### src/sv/shs_pkg.sv
// Package for the Swiss hash table engine.
// Holds the job and result types and the fixed hashing constants.
// No dependencies.
`default_nettype none

package shs_pkg;

    // Multiplier of the key hash.
    localparam logic [63:0] HASH_MULT  = 64'h517cc1b727220a95;
    // Control byte of an empty bucket; a full bucket holds its tag with bit 7 clear.
    localparam logic [7:0]  CTRL_EMPTY = 8'hFF;
    localparam int          FREE_BIT   = 7;
    localparam int          TAG_W      = 7;
    localparam int          SLOT_W     = 10;

    // Request command codes.
    localparam logic CMD_FIND   = 1'b0;
    localparam logic CMD_INSERT = 1'b1;

    // One hashed request handed from the front end to the probe engine.
    typedef struct packed {
        logic             cmd;
        logic [63:0]      key;
        logic [31:0]      hash_lo;
        logic [TAG_W-1:0] tag;
    } t_job;

    // One response beat.
    typedef struct packed {
        logic              found;
        logic [SLOT_W-1:0] slot;
        logic              placed;
        logic              table_full;
    } t_result;

endpackage

`default_nettype wire

### src/sv/shs_queue.sv
// Two-entry job queue between the front end and the probe engine.
// Depends on shs_pkg.
`default_nettype none

module shs_queue
    import shs_pkg::*;
(
    input  wire logic i_clk,
    input  wire logic i_rst_n,
    input  wire logic i_push,
    input  t_job      i_job,
    output logic      o_full,
    input  wire logic i_pop,
    output logic      o_valid,
    output t_job      o_job
);

    t_job       r_mem [2];
    logic       r_wp, r_rp;
    logic [1:0] r_cnt;

    assign o_full  = (r_cnt == 2'd2);
    assign o_valid = (r_cnt != 2'd0);
    assign o_job   = r_mem[r_rp];

    // Pointers and fill count.
    always_ff @(posedge i_clk) begin
        if (!i_rst_n) begin
            r_wp  <= 1'b0;
            r_rp  <= 1'b0;
            r_cnt <= 2'd0;
        end else begin
            if (i_push) r_wp <= !r_wp;
            if (i_pop)  r_rp <= !r_rp;
            r_cnt <= r_cnt + 2'(i_push) - 2'(i_pop);
        end
    end

    always_ff @(posedge i_clk) begin
        if (i_push) begin
            r_mem[r_wp] <= i_job;
        end
    end

endmodule

`default_nettype wire

### config.mk
export PLATFORM = sky130hd
export DESIGN_NAME = shs_queue
export DESIGN_NICKNAME = d
export VERILOG_FILES = /design/src/sv/shs_pkg.sv /design/src/sv/shs_queue.sv
export SDC_FILE = /design/constraint.sdc
export NUM_CORES = 1
export LEC_CHECK = 0
export BUFFER_PORTS_ARGS = -buffer_cell sky130_fd_sc_hd__buf_2
export CORE_ASPECT_RATIO = 1.4
export CORE_MARGIN = 4
export CORE_UTILIZATION = 40
export CTS_BUF_LIST = sky130_fd_sc_hd__clkbuf_16
export DETAILED_ROUTE_END_ITERATION = 8
export GPL_ROUTABILITY_DRIVEN = 0
export PLACE_DENSITY_LB_ADDON = 0.2
export SLEW_MARGIN = 20
export SYNTH_ARGS = -nofsm -noshare
export SYNTH_HDL_FRONTEND = slang
export SYNTH_SLANG_ARGS = --single-unit
### constraint.sdc
create_clock -name i_clk -period 8.87 [get_ports i_clk]
set_input_delay 1.774 -clock i_clk [delete_from_list [all_inputs] [get_ports i_clk]]
set_output_delay 1.774 -clock i_clk [all_outputs]
set_load 0.005 [all_outputs]
# Word level (Yosys, flattened, before mapping)
# Memories as Yosys holds them, arrays and structs flattened. A register that Yosys moved wholly into a read port is not among the register bits.
# Cells that the tools add are included.
dict set report op_classes {
  eq_ne 1
  n_reduce_logical 3
  muxes 4
  n_addsub 2
}
# op count
set ops {}
lappend ops {{$mux W1} 4}
lappend ops {{$add A2 B1 Y2} 1}
lappend ops {{$eq A2 B2 Y1 const B} 1}
lappend ops {{$logic_not A1 Y1} 2}
lappend ops {{$reduce_bool A2 Y1} 1}
lappend ops {{$sub A2 B1 Y2} 1}
dict set report word_totals {
  inputBits 108
  register_bits 4
  elab_cells 14
  out_inout_bits 106
  ramBits 208
  mem_count 1
}
# memory words word_bits read_ports rd_clocked_by_memory_dff write_ports line_no
set memory_table {}
lappend memory_table {r_mem 2 104 1 1 1 shs_queue.sv:18} ;# t_job r_mem [2];

# Depth between registers and ports, before layout
dict set report depth {
  word_depth 3
  mapped_depth 6
  depth_no_buf 6
}

# Worst setup path after synthesis
# Ideal clock, no wire load.
dict set report synth_timing {
  path_kind {input -> register}
  startpoint {in i_push}
  endpoint {mem r_mem[0][0] (netlist bit), enable pin}
  path_buffers 0
  setup_ns 0.581
  t_arrival_ns 6.328
  setup_slack_ns 1.961
  cell_stages 1
  required_ns 8.289
  path_cell_list {nor2b_1}
}
dict set report synth_between {
  elab_chain_cells 2
}
# element line_no
set synth_rtl {}
lappend synth_rtl {{start, declared} shs_queue.sv:10} ;# input wire logic i_push,
lappend synth_rtl {{$mux W1} shs_queue.sv:40} ;# if (i_push) begin
lappend synth_rtl {{$mux W1 (not written as such)} shs_queue.sv:41} ;# r_mem[r_wp] <= i_job;
lappend synth_rtl {{end, declared} shs_queue.sv:18}
# Every way passes these cells.

==> results.yml <==
floorplanning:
  io_pins: 214
  fp.dieH_um: 175.2
  die_w_um: 127.4
  die_area_um2: 22320
  placementRows: 60
  start_util_pct: 41.06
  core_um2: 19440
grt:
  grt_pass1_wl_um: 22670
  grt_overflow: 0
  antenna_found_initial: 2
  grt_usage_pct: 13.03
  first_global_vias: 4192
  grt_max_degree: 58
outcome:
  status: "finished, final reports clean"
detailed_routing:
  via_count: 3884
  dr.pass1.iters: 4
  drc: 0
  via_per_inst: 4.674
  final_antenna_net_count: 0
  drt-total-wl_um: 15080
  drt-initial-drc-count: 152
  avgRoutedWirePerCell_um: 18.15
sta:
  finalClockSkew_ns: 0.009737
  slew_headroom_pct: 39.37
  tightest_slew_ns: 0.9094
  hold_viol: 0
  tns_ns: 0
  setup_viol: 0
  maxSlewViolCount: 0
  fin_crit_sh_pct: 52.08
  clock.fmax_mhz: 216.5
  setup_slack_ns: 4.250
  rsz0062_at_grt: "false"
  period_needed_ns: 4.620
finish:
  register_area_um2: 6350
  postLayoutCellArea_um2: 9888
  synthToLayoutAreaGrowth_pct: 23.85
  final_core_util_pct: 50.86
  drive_above_1_share_pct: 59.69
  nNetsFinal: 683
  antenna_cells: 0
  multiInputGateArea_um2: 1526
  fillers: 1624
place:
  dp_hpwl_um: 10120
  dpl_cell_area_um2: 9290
  pre_cts_ws_ns: 4.704
  io_buffers: 213
worst_setup_path:
  path_class: "reg2out"
  cpPeakStageDelay_ns: 0.90
  worstSetupStartpointType: "flip-flop"
  end_kind: "output pin"
  critPathArrivalTime_ns: 2.85
  crit_chain: "buf_4, mux2_2, buf_2"
  crit_slowest_cell: "dfxtp_4"
  crit_path_max_fanout: 54
  required_ns: 7.10
  r2r_start: "r_wp$_SDFFE_PN0P_"
clocking:
  hold_buffers: 0
  h-tree-depth: 1
  ctsResizeCount: 0
  path_clk_slew_ns: 0.06
  cts.sinks: 213
  cts-root-buf: "clkbuf_16"
  post-cts-setup-buffer-count: 0
  cts_buffer_depth: 3
  cts_buffers: 21
  cts_tree: "yes"
  clk_latency_ns: 0.48
logic_synthesis:
  ys_ff_latch: 213
  yosysSeqAreaShare_pct: 79.49
  syn_area_um2: 7984
  syn_avg_cell_area_um2: 23.14
  syn_inst: 345
  yosys_warnings: 0
  yosysUniqueCellTypes: 15
  syn-num-nets: 455
flow_run:
  maxCapViolations: 0
min_path:
  hold_class: "reg2reg"
  worst_hold_startpoint: "r_wp$_SDFFE_PN0P_"
power:
  p_leak_nw: 3.858
  peakVddDrop_uv: 180.0
  p_per_area_nw_per_um2: 221.4
  fin_total_pwr_mw: 2.189
-- path summary, 6_finish.rpt --
check	endpoint	slack, ns	depth (start not counted)
hold reg to reg	r_wp$_SDFFE_PN0P_	0.59	2
setup reg to reg	r_mem[0][18]$_DFFE_PP_	6.67	3
hold / removal	r_wp$_SDFFE_PN0P_	0.59	2
setup / recovery	o_job[16]	4.25	3
-- kinds of logic (layout without fill, tap and decap cells) --
| family | Yosys count | count (layout) | share of synthesized area (%) |
|---|---|---|---|
| muxes | 104 | 104 | 17.49 |
| and+or+nand+nor | 9 | 9 | 0.7052 |
| DFF | 213 | 213 | 79.49 |
| xor gates and xnor gates | 2 | 2 | 0.3918 |
| buffers and inverters | 14 | 252 | 1.520 |
| AOI/OAI and AO/OA | 1 | 1 | 0.09406 |
| adders and majority gates | 2 | 2 | 0.3134 |
-- sequential cells by signal (all words and copies together), names as in the netlist, named ones only --
register	count
r_cnt	2
r_mem	208
r_rp	1
r_wp	1
-- layout make-up --
class,instances,area share [%]
multi-input cells,118,15.44
well taps,248,3.138
clock buffers,21,5.314
inverters,2,0.07592
repair buffers,217,11.08
clock inverters,12,0.7339
flip-flops and latches,213,64.22
-- per-stage QoR --
step	instances	hold WS, ns
CTS	831	0.5949
global placement	798	0.5586
detailed placement	798	0.5676
floorplan	345	0.5546
finish	831	0.5920
global route	831	0.6141
-- power breakdown --
part           total, mW  internal [mW]  switching (mW)
sequential          1.19           1.16          0.0242
clock              0.781          0.453           0.328
combinational      0.220          0.126          0.0941
total               2.19           1.74           0.446
-- per-layer routing --
metal / vias to the layer above / track usage (%) / wire length [um]
met5: - / 0 / 26
met4: 4 / 4.114 / 292
met3: 25 / 3.945 / 1181
met2: 136 / 23.68 / 8065
met1: 1902 / 14.45 / 5518
li1: 1817 / - / -
-- synth_stat cells (all sizes together) --
library cell	n	area, um^2
ha	2	25.02
xor2	1	8.760
edfxtp	208	6246
mux2	104	1396
or2	1	6.260
and2	4	25.02
nor2b	4	25.02
o21a	1	7.510
xnor3	1	22.52
inv	2	7.510
dfxtp	5	100.1
buf	12	113.9
-- critical path, delay by kind of cell (launching register included) --
family                 cells  cell delay [ns]
buffers and inverters      2             0.98
flip-flops                 1             0.90
multiplexers               1             0.42
-- cell usage in the layout, fill, tap and decap left out --
| master | instances |
|---|---|
| clkinv_1 | 4 |
| xnor3_1 | 1 |
| inv_1 | 8 |
| nor2b_1 | 3 |
| or2_2 | 1 |
| dfxtp_1 | 4 |
| clkinv_2 | 1 |
| nor2b_4 | 1 |
| buf_2 | 213 |
| clkbuf_16 | 21 |
| and2_1 | 3 |
| buf_4 | 4 |
| ha_1 | 2 |
| edfxtp_1 | 208 |
| o21a_1 | 1 |
| mux2_4 | 60 |
| bufinv_16 | 1 |
| mux2_2 | 44 |
| xor2_1 | 1 |
| dfxtp_4 | 1 |
| and2_4 | 1 |
Power figures use the tool's default switching activity.
