===== src/sv/shs_pkg.sv =====
// Package for the Swiss hash table engine.
// Holds the job and result types and the fixed hashing constants.
// No dependencies.
`default_nettype none

package shs_pkg;

    // Multiplier of the key hash.
    localparam logic [63:0] HASH_MULT  = 64'h517cc1b727220a95;
    // Control byte of an empty bucket; a full bucket holds its tag with bit 7 clear.
    localparam logic [7:0]  CTRL_EMPTY = 8'hFF;
    localparam int          FREE_BIT   = 7;
    localparam int          TAG_W      = 7;
    localparam int          SLOT_W     = 10;

    // Request command codes.
    localparam logic CMD_FIND   = 1'b0;
    localparam logic CMD_INSERT = 1'b1;

    // One hashed request handed from the front end to the probe engine.
    typedef struct packed {
        logic             cmd;
        logic [63:0]      key;
        logic [31:0]      hash_lo;
        logic [TAG_W-1:0] tag;
    } t_job;

    // One response beat.
    typedef struct packed {
        logic              found;
        logic [SLOT_W-1:0] slot;
        logic              placed;
        logic              table_full;
    } t_result;

endpackage

`default_nettype wire


===== src/sv/shs_if.sv =====
// Valid/ready channel interfaces of the Swiss hash table engine.
// Request and response beats; depends on nothing.
`default_nettype none

interface shs_req_if;
    logic        valid;
    logic        ready;
    logic        cmd;
    logic [63:0] key;

    modport source (output valid, output cmd, output key, input ready);
    modport sink   (input valid, input cmd, input key, output ready);
endinterface


`default_nettype wire


===== src/sv/shs_front.sv =====
// Front end: accepts request beats and hashes the key with one shared
// 32x32 multiplier in MUL0, MUL1, MUL2. Depends on shs_pkg and shs_if.
`default_nettype none

module shs_front
    import shs_pkg::*;
(
    input  wire logic  i_clk,
    input  wire logic  i_rst_n,
    input  wire logic  i_enable,
    shs_req_if.sink    i_req,
    output logic       o_push,
    output t_job       o_job,
    input  wire logic  i_full
);

    typedef enum logic [4:0] {
        F_IDLE = 5'b00001,
        F_MUL0 = 5'b00010,
        F_MUL1 = 5'b00100,
        F_MUL2 = 5'b01000,
        F_PUSH = 5'b10000
    } t_fstate;

    t_fstate     r_state, n_state;
    logic        r_cmd;
    logic [63:0] r_key;
    logic [31:0] r_lo;
    logic [31:0] r_acc;
    logic [31:0] mul_a, mul_b;
    logic [63:0] prod;

    assign i_req.ready = (r_state == F_IDLE) && i_enable;
    assign o_push      = (r_state == F_PUSH) && !i_full;
    assign o_job       = '{cmd: r_cmd, key: r_key, hash_lo: r_lo, tag: r_acc[31:25]};

    // Operand selection for the shared multiplier: lo*lo, lo*hi, hi*lo.
    always_comb begin
        mul_a = r_key[31:0];
        mul_b = HASH_MULT[31:0];
        case (r_state)
            F_MUL1: begin
                mul_b = HASH_MULT[63:32];
            end
            F_MUL2: begin
                mul_a = r_key[63:32];
            end
            default: begin
            end
        endcase
    end

    assign prod = 64'(mul_a) * 64'(mul_b);

    // Sequencing of one request.
    always_comb begin
        n_state = r_state;
        case (r_state)
            F_IDLE: if (i_req.valid && i_req.ready) n_state = F_MUL0;
            F_MUL0: n_state = F_MUL1;
            F_MUL1: n_state = F_MUL2;
            F_MUL2: n_state = F_PUSH;
            F_PUSH: if (!i_full) n_state = F_IDLE;
            default: n_state = F_IDLE;
        endcase
    end

    always_ff @(posedge i_clk) begin
        if (!i_rst_n) begin
            r_state <= F_IDLE;
        end else begin
            r_state <= n_state;
        end
    end

    // Payload registers: the key and the partial sums of the upper hash word.
    always_ff @(posedge i_clk) begin
        case (r_state)
            F_IDLE: begin
                if (i_req.valid && i_req.ready) begin
                    r_cmd <= i_req.cmd;
                    r_key <= i_req.key;
                end
            end
            F_MUL0: begin
                r_lo  <= prod[31:0];
                r_acc <= prod[63:32];
            end
            F_MUL1, F_MUL2: begin
                r_acc <= r_acc + prod[31:0];
            end
            default: begin
            end
        endcase
    end

endmodule

`default_nettype wire


===== src/flat_wrapper.sv =====
// flat-port wrapper written by rule: the top's interface ports become plain ports
module shs_front_flat import shs_pkg::*;
  (i_clk, i_rst_n, i_enable, o_push, o_job, i_full, i_req_valid, i_req_cmd, i_req_key, i_req_ready);
  shs_req_if i_req_i ();
  input  wire logic i_clk;
  input  wire logic i_rst_n;
  input  wire logic i_enable;
  output logic o_push;
  output t_job o_job;
  input  wire logic i_full;
  input wire logic [$bits(i_req_i.valid)-1:0] i_req_valid;
  input wire logic [$bits(i_req_i.cmd)-1:0] i_req_cmd;
  input wire logic [$bits(i_req_i.key)-1:0] i_req_key;
  output wire logic [$bits(i_req_i.ready)-1:0] i_req_ready;
  assign i_req_i.valid = i_req_valid;
  assign i_req_i.cmd = i_req_cmd;
  assign i_req_i.key = i_req_key;
  assign i_req_ready = i_req_i.ready;
  shs_front u_core (.i_clk(i_clk), .i_rst_n(i_rst_n), .i_enable(i_enable), .i_req(i_req_i), .o_push(o_push), .o_job(o_job), .i_full(i_full));
endmodule

===== config.mk =====
export PLATFORM = sky130hd
export DESIGN_NAME = shs_front_flat
export DESIGN_NICKNAME = d
export VERILOG_FILES = /design/src/sv/shs_pkg.sv /design/src/sv/shs_if.sv /design/src/sv/shs_front.sv /design/src/flat_wrapper.sv
export SDC_FILE = /design/constraint.sdc
export NUM_CORES = 2
export LEC_CHECK = 0
export ABC_AREA = 1
export BUFFER_PORTS_ARGS = -buffer_cell sky130_fd_sc_hd__buf_2
export CAP_MARGIN = 20
export CORE_MARGIN = 8
export CORE_UTILIZATION = 39
export DETAILED_ROUTE_END_ITERATION = 10
export PLACE_DENSITY = 0.64
export SLEW_MARGIN = 5
export SYNTH_ARGS = -nofsm -noshare
export SYNTH_HDL_FRONTEND = slang
export SYNTH_SLANG_ARGS = --single-unit

===== constraint.sdc =====
create_clock -name i_clk -period 15.9 [get_ports i_clk]
set_input_delay 3.18 -clock i_clk [delete_from_list [all_inputs] [get_ports i_clk]]
set_output_delay 3.18 -clock i_clk [all_outputs]
set_load 0.02 [all_outputs]

; ---- After elaboration in Yosys (flattened, before gate mapping)
; Cells that the tools add are included.
[totals]
register_bits = 134
out_inout_bits = 106
wordCells = 28
[op_classes]
add_sub_neg = 1
n_mul = 1
eq_ne = 7
n_mux = 6
reduce_logical = 8
[op_table]
columns = cell, n
row1 = $pmux 32 s2, 1
row2 = $mul 32x31->63, 1
row3 = $add 32x32->32, 1
row4 = $mux 32, 1
row5 = $mux 31, 1
row6 = $pmux 5 s5, 1
row7 = $mux 5, 2
row8 = $eq 5x1->1 const B, 1
row9 = $eq 5x2->1 const B, 1
row10 = $eq 5x3->1 const B, 1
row11 = $eq 5x4->1 const B, 1
row12 = $eq 5x5->1 const B, 1
row13 = $ne 2x2->1 const B, 2
row14 = $reduce_and 2->1, 2
row15 = $logic_and 1x1->1, 3
row16 = $reduce_bool 2->1, 1
row17 = $reduce_or 2->1, 1
row18 = $logic_not 1->1, 1

; ---- Longest topological paths before layout
[depth]
ltp_word = 5
ltp_mapped = 45

; ---- Worst setup path after synthesis
; No wires, ideal clock.
[synth_path]
kind = register to register
startpoint = register u_core.r_state[0]
endpoint = register u_core.r_acc[31] (data pin)
setup_ps = 255
arrival_ps = 7939
required_ps = 15645
path_slack_ps = 7707
path_stages_with_launch = 39
n_path_buf = 2
period_less_slack_ps = 8193
cell_sequence = dfxtp_1 > nor2_4 > nand4_4 > buf_6 > buf_6 > o21ai_2 > inv_1 > nor2_1 > ha_1 > fa_1 > fa_1 > inv_1 > fa_1 > inv_1 > fa_1 > fa_1 > fa_1 > inv_1 > [... 3 more ...] > nand2_1 > nor2_1 > nand2_1 > inv_1 > nand3_1 > or2_1 > nand3b_1 > xor2_1 > ha_1 > nand2_1 > nor2_1 > inv_1 > nor4_1 > nand3_1 > nand2_1 > nand3_1 > nand2_1 > nor2_1
[synth_between]
elab_chain_cells = 5
[synth_lines]
columns = item, line
row1 = start: declaration, shs_front.sv:25  ; t_fstate r_state, n_state;
row2 = start signal: assignment, shs_front.sv:72  ; r_state <= n_state;
row3 = $eq 5x4->1 / $eq 5x3->1 (equally long branches), shs_front.sv:41  ; case (r_state)
row4 = $mux 32 / $mux 31 (equally long branches), shs_front.sv:41
row5 = $mul 32x31->63 *, shs_front.sv:53  ; assign prod = 64'(mul_a) * 64'(mul_b);
row6 = named net u_core.prod[25], shs_front.sv:31  ; logic [63:0] prod;
row7 = $add 32x32->32 *, shs_front.sv:90  ; r_acc <= r_acc + prod[31:0];
row8 = $pmux 32 s2 *, shs_front.sv:78  ; case (r_state)
row9 = end signal: assignment, shs_front.sv:87  ; r_acc <= prod[63:32];
row10 = end signal: assignment, shs_front.sv:90
row11 = end: declaration, shs_front.sv:29  ; logic [31:0] r_acc;
; The timed path passes the listed nets; every way through them passes the cells marked *.
; A chain may end at the register's enable or synchronous reset.

; ---- Final worst setup path
; Ends and elaborated chain as after synthesis.

==> results.ini <==
[detailed_routing]
wl_per_cell_um=20.3
dr_total_vias=24000
remaining_drc_errors=0
vias_per_cell=4.90
ant_nets=0
dr.pass1.iters=6
wl_um=99400
drt_iter0_markers=1721

[worst_setup_path]
slowest_stage=nor2_1
worstPathRequired_ps=16150
cpMostUsedCell=inv_1
regToRegSetupSlack_ps=5130
reg2reg_from=u_core.r_state[0]
ff2ff_path_depth=40
r2r-end=u_core.r_acc[31]
critPathCapture=u_core.r_acc[31]
critical_path.max_fanout=18
start_kind=register
cp-end-kind=register
path_class=reg -> reg
max_stage_delay_ps=890
startpoint=u_core.r_state[0]
crit_arrival_ps=11020

[clock_tree]
clockRootBuffer=clkbuf_16
cts_setup_buffers=0
clock-sinks=134
hold_buffers=0
cts_tree=done
cts_buffers=17
cts-resized-gates=0
htreeDepth=4
cts.reportedPaths.clkPinSlew_ps=70
clock_latency_ps=510
cts_buffer_depth=2

[grt]
grt_max_degree=56
antenna_found_initial=2
use_met3_pct=3.53
gr-usage-met2_pct=38.3
grt_pass1_wl_um=154000
grt-busiest-layer=met2
overflow=0
use_met1_pct=28.6
grtUsageTotal_pct=22.6
grt_pass1_vias=25400

[floorplanning]
dieArea_mm2=0.0906
rows=104
ioPinCount=176
core_mm2=0.0804
start_util_pct=39.4
die_h_um=301
die_w_um=301

[placement]
dp_slack_ps=5110
routabilityCongestion=0.992
detailed_place_hpwl_um=87900
io_buffers=175

[layout]
fillers=8096
drive_gt1_share_pct=8.23
final_cell_mix=1,029 x inv_1, 608 x nand2_1, 548 x fa_1
syn2layout_area_growth_pct=9.09
final_nets=4950
final_common_cell=inv_1
final_core_util_pct=43.0

[run]
maxCapViolations=0

[synthesis]
syn_area_mm2=0.0317
synth-async-reset-ratio_pct=0
synth-main-ff-cell=edfxtp_1
yosysSeqAreaShare_pct=12.5
avgSynthCellArea_um2=8.72
yosysTopAreaCell=fa_1
syn_inst=3631
synth_seq_cells=134
synth_cell_types=42
synth-edff-count=129
ys_warn_count=0
yosys.area.top_type_share_pct=34.6
yosys-top-cells-area=fa_1 35%, ha_1 20%, edfxtp_1 12%, inv_1 12%, nand2_1 7.2%

[timing]
finalMaxSlewViolations=0
period_share_pct=67.7
fmax_mhz=92.9
final_hold_viol_count=0
period_minus_slack_ps=10770
tns_ps=0
setup_violations=0
worst_slew_pin_slew_ps=1140
timing.final.ws_setup_ps=5130
hold_ws_ps=594
clock_skew_ps=36.7
worst_slew_margin_rel_pct=23.5
grt_setup_unrepaired=no

[run_status]
outcome=complete, no violations

[min_path]
min_path_type=reg -> reg

[cells by family (layout without fill, tap and decap cells)]
logic type	after synthesis	in the layout	synth area share [%]
flops	134	134	12.5
fa+ha+maj	1053	1053	54.6
simple gates	1025	1025	13.3
other cells	2	35	0.0237
compound gates	270	270	4.95
buf+inv	1101	1278	13.3
xor+xnor	46	46	1.27
[per-stage QoR]
step / area, um^2 / cells
2_1_floorplan: 31800 / 3663
3_3_place_gp: 33900 / 4866
3_5_place_dp: 33900 / 4866
4_1_cts: 34500 / 4898
5_1_grt: 34500 / 4900
6_report: 34500 / 4901
[final cells by class]
class | count | area, um^2 | share of cell area (%)
Clock buffer | 17 | 425 | 1.23
Sequential cell | 134 | 3970 | 11.5
Clock inverter | 15 | 206 | 0.598
Inverter | 1044 | 3920 | 11.4
Timing Repair Buffer | 202 | 1080 | 3.12
Multi-Input combinational cell | 2428 | 23600 | 68.4
Tap cell | 1060 | 1330 | 3.84
Antenna cell | 1 | 2.50 | 0.00724
[worst max-delay path: cells and delay by family, from the launching register on]
family	cells	cell delay [ps]
buf+inv	10	990
compound gates	2	730
xor+xnor	1	580
flops	1	350
fa+ha+maj	10	4320
simple gates	17	3510
[how the worst min path moves through the flow]
stage                            startpoint           endpoint  slack (ps)  cells past startpoint
after floorplan           u_core.r_state[4]  u_core.r_state[4]         520                      2
after global placement    u_core.r_state[4]  u_core.r_state[4]         580                      2
after detailed placement  u_core.r_state[4]  u_core.r_state[4]         590                      2
after CTS                 u_core.r_state[4]  u_core.r_state[4]         600                      2
after global routing      u_core.r_state[4]  u_core.r_state[4]         630                      2
final                     u_core.r_state[4]  u_core.r_state[4]         590                      2
[registers in the layout, indices dropped and copies added, names as in the netlist]
register,flops
u_core.r_state,5
u_core.r_lo,32
u_core.r_key,64
u_core.r_acc,32
u_core.r_cmd,1
[metal layers]
metal	vias to the layer above	wire length, um
met5	-	13
met4	2	4380
met3	174	5900
met2	745	48300
met1	11800	40800
li1	11300	-
[cell usage after synthesis (3+ instances only)]
cell type,number
xnor2_1,8
nor4_1,6
nor2_1,246
xor2_1,38
ha_1,505
buf_4,8
nand2_1,608
or2_2,22
o21ai_1,12
o21ai_0,76
nor2_4,3
o21a_1,7
nor3_1,17
buf_2,10
a21o_1,5
nor2_2,6
clkbuf_1,35
a21oi_1,118
o21ai_2,26
buf_6,4
nand3_1,81
or2_1,15
fa_1,548
inv_2,13
o21bai_1,14
nand3b_1,6
inv_1,1030
dfxtp_1,5
edfxtp_1,129
nand4_1,10
a21boi_0,3
Power is left out: the tool's default activity adds up to more than one toggle a clock period on the data nets, which glitch-free logic cannot reach.
